## src/rtl/cimr_pkg.sv

```systemverilog
package cimr_pkg;

    // Field and register widths
    localparam int COORD_W     = 10;
    localparam int SAMPLE_W    = 16;
    localparam int SRC_IDX_W   = 5;
    localparam int SRC_REG_W   = 6;
    localparam int TGT_REG_W   = 11;
    localparam int CFG_IDX_W   = 2;
    localparam int CFG_DATA_W  = 11;

    // Register indexes
    localparam logic [CFG_IDX_W-1:0] CFG_SRC_WIDTH = 2'd0;
    localparam logic [CFG_IDX_W-1:0] CFG_SRC_HEIGHT = 2'd1;
    localparam logic [CFG_IDX_W-1:0] CFG_TGT_WIDTH = 2'd2;
    localparam logic [CFG_IDX_W-1:0] CFG_TGT_HEIGHT = 2'd3;

    localparam logic [SRC_REG_W-1:0] SRC_SIZE_RST = 6'd2;
    localparam logic [TGT_REG_W-1:0] TGT_SIZE_RST = 11'd1024;

    // Commands
    localparam logic CMD_WRITE   = 1'b0;
    localparam logic CMD_COMPUTE = 1'b1;

    // Parameter defaults
    localparam int SOURCE_MAX_DEF = 32;
    localparam int TARGET_MAX_DEF = 1024;

    // Cosine weight table
    localparam int WEIGHT_ENTRIES = 256;
    localparam int W_BITS         = $clog2(WEIGHT_ENTRIES);
    localparam int WQ_BITS        = 15;
    localparam int WEIGHT_W       = WQ_BITS + 1;
    localparam longint ROUND_HALF = 64'sd1 <<< (WQ_BITS - 1);

    localparam longint unsigned PI_Q30  = 64'd3373259426;
    localparam longint unsigned ONE_Q30 = 64'd1073741824;
    localparam longint unsigned TAYLOR_DIV [12] =
        '{64'd2, 64'd12, 64'd30, 64'd56, 64'd90, 64'd132,
          64'd182, 64'd240, 64'd306, 64'd380, 64'd462, 64'd552};

    typedef logic [WEIGHT_W-1:0] t_wtab [WEIGHT_ENTRIES];

    typedef struct packed {
        logic busy;
        logic done;
    } t_axis_stat;

    // Taylor series of cos in Q30, each term truncated, clamped to [0, 1]
    function automatic longint cos_q30(input longint unsigned x);
        longint unsigned x2;
        longint unsigned term;
        longint          acc;
        int              k;
        x2   = (x * x) >> 30;
        term = ONE_Q30;
        acc  = longint'(ONE_Q30);
        for (k = 0; k < 12; k++) begin
            term = ((term * x2) >> 30) / TAYLOR_DIV[k];
            if (k[0] == 1'b0) begin
                acc = acc - longint'(term);
            end else begin
                acc = acc + longint'(term);
            end
        end
        if (acc < 0) begin
            acc = 0;
        end
        if (acc > longint'(ONE_Q30)) begin
            acc = longint'(ONE_Q30);
        end
        return acc;
    endfunction

    // (1 - cos(pi*f/N)) / 2 in Q1.15, mirrored for the upper half
    function automatic logic [WEIGHT_W-1:0] weight_q15(input int f);
        logic            flip;
        longint unsigned j;
        longint unsigned x;
        longint          c;
        longint          h;
        flip = (2 * f) > WEIGHT_ENTRIES;
        j    = flip ? longint'(WEIGHT_ENTRIES - f) : longint'(f);
        x    = (PI_Q30 * j) / WEIGHT_ENTRIES;
        c    = cos_q30(x);
        h    = (longint'(ONE_Q30) - c + 64'sd32768) >>> 16;
        if (flip) begin
            h = 64'sd32768 - h;
        end
        return WEIGHT_W'(h);
    endfunction

    function automatic t_wtab build_wtab();
        t_wtab t;
        int    f;
        for (f = 0; f < WEIGHT_ENTRIES; f++) begin
            t[f] = weight_q15(f);
        end
        return t;
    endfunction

endpackage

```

## src/rtl/cimr_axis.sv

```systemverilog
module cimr_axis #(
    parameter int SOURCE_MAX = cimr_pkg::SOURCE_MAX_DEF,
    parameter int TARGET_MAX = cimr_pkg::TARGET_MAX_DEF
) (
    input  logic                                i_clk,
    input  logic                                i_rst_n,
    input  logic                                i_start,
    input  logic [cimr_pkg::COORD_W-1:0]        i_coord,
    input  logic [$clog2(SOURCE_MAX+1)-1:0]     i_ssz,
    input  logic [$clog2(TARGET_MAX+1)-1:0]     i_tsz,
    output cimr_pkg::t_axis_stat                o_stat,
    output logic [$clog2(SOURCE_MAX)-1:0]       o_i0,
    output logic [$clog2(SOURCE_MAX)-1:0]       o_i1,
    output logic [cimr_pkg::W_BITS-1:0]         o_frac
);
    import cimr_pkg::*;

    localparam int SZW = $clog2(SOURCE_MAX + 1);
    localparam int TZW = $clog2(TARGET_MAX + 1);
    localparam int SIW = $clog2(SOURCE_MAX);
    localparam int QW  = SIW + W_BITS;
    localparam int PW  = COORD_W + SZW;
    localparam int CW  = $clog2(QW);

    localparam logic [1:0] PH_IDLE = 2'd0;
    localparam logic [1:0] PH_MUL  = 2'd1;
    localparam logic [1:0] PH_DIV  = 2'd2;

    logic [1:0]         r_phase;
    logic               r_done;
    logic [CW-1:0]      r_cnt;
    logic [COORD_W-1:0] r_coord;
    logic [SZW-1:0]     r_msh;
    logic [SZW-1:0]     r_ssz;
    logic [TZW-1:0]     r_tsz;
    logic [PW-1:0]      r_prod;
    logic [TZW-1:0]     r_rem;
    logic [QW-1:0]      r_dsh;
    logic [QW-1:0]      r_quo;
    logic [SIW-1:0]     r_i0;
    logic [SIW-1:0]     r_i1;
    logic [W_BITS-1:0]  r_frac;

    logic [PW-1:0]      n_prod;
    logic [TZW:0]       n_r2;
    logic               div_ge;
    logic [TZW-1:0]     n_rem;
    logic [QW-1:0]      n_quo;
    logic [SIW-1:0]     n_i0;
    logic [SIW:0]       n_nxt;
    logic [SIW:0]       ssz_x;
    logic [SIW-1:0]     n_i1;

    always_comb begin
        // Multiply MSB first: one bit of the size per cycle
        n_prod = {r_prod[PW-2:0], 1'b0} + (r_msh[SZW-1] ? PW'(r_coord) : PW'(0));
        // Restoring divide: one quotient bit per cycle
        n_r2   = {r_rem, r_dsh[QW-1]};
        div_ge = n_r2 >= (TZW+1)'(r_tsz);
        n_rem  = div_ge ? TZW'(n_r2 - (TZW+1)'(r_tsz)) : n_r2[TZW-1:0];
        n_quo  = {r_quo[QW-2:0], div_ge};
        n_i0   = n_quo[QW-1:W_BITS];
        n_nxt  = (SIW+1)'(n_i0) + (SIW+1)'(1);
        ssz_x  = (SIW+1)'(r_ssz);
        n_i1   = (n_nxt >= ssz_x) ? SIW'(ssz_x - (SIW+1)'(1)) : n_nxt[SIW-1:0];
    end

    always_ff @(posedge i_clk) begin
        if (!i_rst_n) begin
            r_phase <= PH_IDLE;
            r_done  <= 1'b0;
            r_cnt   <= '0;
        end else begin
            r_done <= 1'b0;
            unique case (r_phase)
                PH_IDLE: begin
                    if (i_start) begin
                        r_phase <= PH_MUL;
                        r_cnt   <= CW'(SZW - 1);
                        r_coord <= i_coord;
                        r_msh   <= i_ssz;
                        r_ssz   <= i_ssz;
                        r_tsz   <= i_tsz;
                        r_prod  <= '0;
                    end
                end
                PH_MUL: begin
                    r_prod <= n_prod;
                    r_msh  <= {r_msh[SZW-2:0], 1'b0};
                    if (r_cnt == '0) begin
                        // Upper product bits already lie below the target size
                        r_phase <= PH_DIV;
                        r_cnt   <= CW'(QW - 1);
                        r_rem   <= TZW'(n_prod >> SIW);
                        r_dsh   <= {n_prod[SIW-1:0], {W_BITS{1'b0}}};
                        r_quo   <= '0;
                    end else begin
                        r_cnt <= r_cnt - CW'(1);
                    end
                end
                PH_DIV: begin
                    r_rem <= n_rem;
                    r_dsh <= {r_dsh[QW-2:0], 1'b0};
                    r_quo <= n_quo;
                    if (r_cnt == '0) begin
                        r_phase <= PH_IDLE;
                        r_done  <= 1'b1;
                        r_i0    <= n_i0;
                        r_i1    <= n_i1;
                        r_frac  <= n_quo[W_BITS-1:0];
                    end else begin
                        r_cnt <= r_cnt - CW'(1);
                    end
                end
                default: begin
                    r_phase <= PH_IDLE;
                end
            endcase
        end
    end

    assign o_stat.busy = r_phase != PH_IDLE;
    assign o_stat.done = r_done;
    assign o_i0        = r_i0;
    assign o_i1        = r_i1;
    assign o_frac      = r_frac;

endmodule

```

## config.mk

```make
export PLATFORM = sky130hd
export DESIGN_NAME = cimr_axis
export DESIGN_NICKNAME = d
export VERILOG_FILES = /design/src/rtl/cimr_pkg.sv /design/src/rtl/cimr_axis.sv
export SDC_FILE = /design/constraint.sdc
export NUM_CORES = 1
export LEC_CHECK = 0
export BUFFER_PORTS_ARGS = -buffer_cell sky130_fd_sc_hd__buf_2
export CORE_ASPECT_RATIO = 1.5
export CORE_MARGIN = 2
export CORE_UTILIZATION = 45
export CTS_CLUSTER_DIAMETER = 80
export DETAILED_ROUTE_END_ITERATION = 7
export HOLD_SLACK_MARGIN = 0.02
export SLEW_MARGIN = 20
export SYNTH_ARGS = -nofsm -noshare
export SYNTH_HDL_FRONTEND = slang
export SYNTH_SLANG_ARGS = --single-unit
```

## constraint.sdc

```tcl
create_clock -name i_clk -period 8.35 [get_ports i_clk]
set_clock_uncertainty 0.05 [all_clocks]
set_input_delay 1.67 -clock i_clk [delete_from_list [all_inputs] [get_ports i_clk]]
set_output_delay 1.67 -clock i_clk [all_outputs]
set_load 0.005 [all_outputs]
```

; ---- Yosys cells after proc, flatten, opt, wreduce, memory -nomap -nowiden
; Index checks and enable logic that the tools add are counted.
[classes]
addsub = 5
n_mul = 0
div_mod_pow = 0
n_lt_le_gt_ge = 2
eq_ne = 6
n_shift = 0
muxes = 22
bitwise = 0
reduce_logical = 13
[op_table]
columns = operator, n
row1 = 15-bit one-hot mux with 2 select lines, 1
row2 = 13-bit one-hot mux with 2 select lines, 1
row3 = 12-bit one-hot mux with 2 select lines, 1
row4 = 11-bit 2-to-1 mux, 2
row5 = 11-bit one-hot mux with 2 select lines, 1
row6 = 3-bit AND reduction, 6
row7 = 16-bit by 10-bit adder with 16-bit output, 1
row8 = 15-bit 2-to-1 mux, 1
row9 = 13-bit 2-to-1 mux, 1
row10 = 12-bit by 11-bit greater-or-equal comparator with 1-bit output, 1
row11 = 12-bit 2-to-1 mux, 1
row12 = 4-bit 2-to-1 mux, 3
row13 = 4-bit one-hot mux with 3 select lines, 1
row14 = 6-bit one-hot mux with 2 select lines, 1
row15 = 11-bit subtractor, 1
row16 = 10-bit 2-to-1 mux, 1
row17 = 2-bit != test (second input constant), 4
row18 = 5-bit by 1-bit adder with 6-bit output (second input constant), 1
row19 = 6-bit greater-or-equal comparator, 1
row20 = 2-bit 2-to-1 mux, 3
row21 = 6-bit 2-to-1 mux, 1
row22 = 2-bit one-hot mux with 3 select lines, 1
row23 = 2-bit nonzero test, 3
row24 = 5-bit 2-to-1 mux, 1
row25 = 9 further kinds, 9
[totals]
regBits = 109
latch_bits = 0
ramBits = 0
mem_bits_ro = 0
n_memories = 0

; ---- Logic depth before layout (Yosys ltp)
[depth]
depth_word = 4
mapped_depth = 11
mapped_depth_nobuf = 10

; ---- Worst setup path before layout
; Ideal clock, no wire load.
[synth_timing]
kind = in2reg
from = input i_rst_n
to = register r_dsh[10] (enable)
arrival_time_ns = 3.399
slack_ns = 4.478
cell_stages = 3
path_buffers = 1
cell_sequence = clkbuf_1 > o21ai_0 > a21oi_1
[synth_via]
elab_chain_len = 1
[synth_lines]
columns = element, line_no
row1 = start: declaration, cimr_axis.sv:6  ; input logic i_rst_n,
row2 = 3-bit AND reduction (no source line), --
row3 = end signal: assignment, cimr_axis.sv:95  ; r_dsh <= {n_prod[SIW-1:0], {W_BITS{1'b0}}};
row4 = end signal: assignment, cimr_axis.sv:103  ; r_dsh <= {r_dsh[QW-2:0], 1'b0};
row5 = end: declaration, cimr_axis.sv:38  ; logic [QW-1:0] r_dsh;
; No other way between the ends.
; A chain may end at the register's enable or synchronous reset.

==> load_flow_metrics.sql <==
INSERT INTO impl_metrics (metric_group, metric, value, unit) VALUES
('outcome', 'result_of_the_run', 'completed', ''),
('grt', 'grt_busiest_layer', 'met2', ''),
('grt', 'globalRouteTotalUtil', '0.166', ''),
('drt', 'detail_route.first_pass.iterations', '4', ''),
('critical_path', 'path_max_fanout', '3', ''),
('floorplanning', 'floorplan.io_pins', '50', ''),
('critical_path', 'cp_num_buf_inv', '3', ''),
('grt', 'grt_util_met3', '0.0290', ''),
('yosys', 'yosysSeqAreaShare', '0.556', ''),
('timing', 'final.setup.tns', '0', 'ps'),
('yosys', 'syn-cell-area', '5330', 'um2'),
('yosys', 'yosys.cell_count.top_type', 'edfxtp_1', ''),
('finish', 'area_delta_synth_final', '12.9', '%'),
('placement', 'io_buffer_count', '49', ''),
('grt', 'groute.layer.met2.usage', '0.309', ''),
('clocking', 'cts_tree', 'yes', ''),
('yosys', 'mappedNetlistNets', '515', ''),
('critical_path', 'worst_endpoint_data_arrival_time', '1260', 'ps'),
('pwr', 'p_total', '0.00131', 'W'),
('clocking', 'clock_tree.root_cell', 'clkbuf_16', ''),
('pwr', 'power_switching', '0.000381', 'W'),
('finish', 'post-route-cell-area', '6010', 'um2'),
('flow_run', 'max-cap-violations', '0', ''),
('critical_path', 'critical_path_class', 'flip-flop to output pin', ''),
('critical_path', 'path_common_cell', 'inv_1', ''),
('pwr', 'share_clk_of_total_power', '0.311', ''),
('min_path', 'worst_hold_startpoint', 'r_quo[4]$_SDFFCE_PN0P_', ''),
('finish', 'multi_input_comb_area', '2160', 'um2'),
('drt', 'postRouteAntennaNets', '0', ''),
('finish', 'finish.net_count', '565', ''),
('floorplanning', 'num_rows', '48', ''),
('floorplanning', 'die_height', '137', 'um'),
('timing', 'tightest_slew', '868', 'ps'),
('clocking', 'clkSinkCount', '101', ''),
('floorplanning', 'coreArea', '11500', 'um2'),
('grt', 'first_global_vias', '3480', ''),
('clocking', 'postCtsSetupRepairBufs', '0', ''),
('grt', 'grt_antenna_before_repair', '0', ''),
('timing', 'setup_repair_after_global_routing_missed_its_margin', 'false', ''),
('yosys', 'syn_area_per_cell', '11.9', 'um2'),
('finish', 'finalCoreUtilization', '0.522', ''),
('yosys', 'yosys.area_share.xor_xnor', '0.0312', ''),
('floorplanning', 'die_width', '92.9', 'um'),
('drt', 'avg_vias_per_cell', '5.35', ''),
('timing', 'max-slew-margin-rel', '0.421', ''),
('finish', 'seq_area', '2960', 'um2'),
('finish', 'antenna-diode-count', '0', ''),
('yosys', 'yosys-top-cells-area', 'edfxtp_1 (53%), ha_1 (8.0%), and2_1 (3.1%), dfxtp_1 (2.6%), o21ai_0 (2.5%)', ''),
('critical_path', 'start_kind', 'flip-flop', ''),
('timing', 'post-route-period-util', '0.357', ''),
('pwr', 'pwr-share-comb', '0.208', ''),
('yosys', 'postSynth.asyncResetShare', '0', ''),
('critical_path', 'regToRegStartpoint', 'r_msh[5]$_DFFE_PP_', ''),
('floorplanning', 'initial_core_util', '0.462', ''),
('yosys', 'synth.cells.most_frequent', 'edfxtp_1 (94), ha_1 (34), inv_1 (34), nor2_1 (28), o21ai_0 (27)', ''),
('placement', 'detailedPlacementHpwl', '7550', 'um'),
('pwr', 'int_pwr', '0.000932', 'W'),
('pwr', 'worst_ir_drop_vdd', '0.108', 'mV'),
('timing', 'hold_violations', '0', ''),
('critical_path', 'cp_cell_sequence', 'inv_1 -> ha_1 -> inv_1 -> buf_2', ''),
('timing', 'min_period', '2980', 'ps'),
('yosys', 'synth_compound_area_frac', '0.124', ''),
('pwr', 'power.sequential.fraction', '0.481', ''),
('floorplanning', 'dieArea', '12700', 'um2'),
('clocking', 'clock_transition_time_at_the_flip_flop_clock_pins_of_the_worst_setup_and_hold_paths', '70', 'ps'),
('critical_path', 'cp_top_family', 'flip-flops', ''),
('pwr', 'power.switching_fraction', '0.290', ''),
('clocking', 'cts_buffer_count', '9', ''),
('yosys', 'syn-instance-count', '449', ''),
('finish', 'post_route_cells_drive_above_1_share', '0.179', ''),
('drt', 'drc', '0', '');
-- flip-flops by register name, indices dropped and copies added, names as in the netlist --
register / cells
r_prod: 15
r_quo: 12
r_rem: 11
r_tsz: 11
r_coord: 10
o_frac: 8
r_msh: 6
r_ssz: 6
o_i0: 5
o_i1: 5
r_dsh: 5
r_cnt: 4
r_phase: 2
r_done: 1
-- layer usage --
| metal | wire length [um] | vias up |
|---|---|---|
| li1 | - | 1764 |
| met1 | 4170 | 1653 |
| met2 | 5610 | 70 |
| met3 | 300 | 13 |
| met4 | 172 | 0 |
| met5 | 0 | - |
-- power groups by stage --
| stage | Combinational, W | Sequential (W) | Clock [W] |
|---|---|---|---|
| 2_1_floorplan | 0.000207 | 0.000637 | 0 |
| 3_3_place_gp | 0.000268 | 0.000642 | 0 |
| 3_5_place_dp | 0.000273 | 0.000643 | 0 |
| 4_1_cts | 0.000276 | 0.000632 | 0.000418 |
| 5_1_grt | 0.000308 | 0.000636 | 0.000435 |
| 6_report | 0.000273 | 0.000632 | 0.000408 |
-- path summary, 6_finish.rpt --
path	cells after the start	end	slack, ps
min	0	o_frac[5]$_DFFE_PP_	400
min reg2reg	0	o_frac[5]$_DFFE_PP_	400
max reg2reg	8	r_rem[10]$_DFFE_PP_	5450
max	4	o_stat[1]	5370
-- kinds of logic (layout without fill, tap and decap cells) --
group | after synthesis | after routing
flops | 101 | 101
compound gates | 97 | 97
buf+inv | 49 | 104
simple gates | 133 | 133
fa+ha+maj | 36 | 36
mux | 14 | 14
xor+xnor | 19 | 19
-- layout by cell type (no fill, tap or decap), types with 3 or more instances in the layout --
| cell | instances |
|---|---|
| inv_1 | 34 |
| xnor2_1 | 13 |
| or3_1 | 3 |
| nand4_1 | 10 |
| edfxtp_1 | 94 |
| o211ai_1 | 4 |
| a21o_1 | 5 |
| ha_1 | 34 |
| xor2_1 | 6 |
| mux2i_1 | 5 |
| inv_6 | 3 |
| nor3_1 | 5 |
| dfxtp_1 | 7 |
| buf_2 | 49 |
| o211a_1 | 3 |
| a31oi_1 | 3 |
| nor2_1 | 28 |
| and2_1 | 26 |
| clkbuf_16 | 9 |
| o21ai_0 | 27 |
| o21a_1 | 8 |
| nand3_1 | 9 |
| mux2_2 | 9 |
| a21oi_1 | 19 |
| nand2b_1 | 5 |
| nor2b_1 | 8 |
| and3_1 | 9 |
| buf_4 | 5 |
| nand2_1 | 18 |
| o311ai_0 | 5 |
-- metrics by stage --
stage               instances  setup slack [ps]
floorplan                 449              4480
global placement          638              5210
detailed placement        638              5170
CTS                       654              5370
global route              654              5220
finish                    654              5370
-- area by class of cell --
class                           instances  area share
Sequential cell                       101       0.493
Tap cell                              150      0.0312
Timing Repair Buffer                   54      0.0470
Inverter                               34      0.0212
Clock inverter                          7      0.0112
Multi-Input combinational cell        299       0.359
Clock buffer                            9      0.0374
Power figures use the tool's default switching activity.
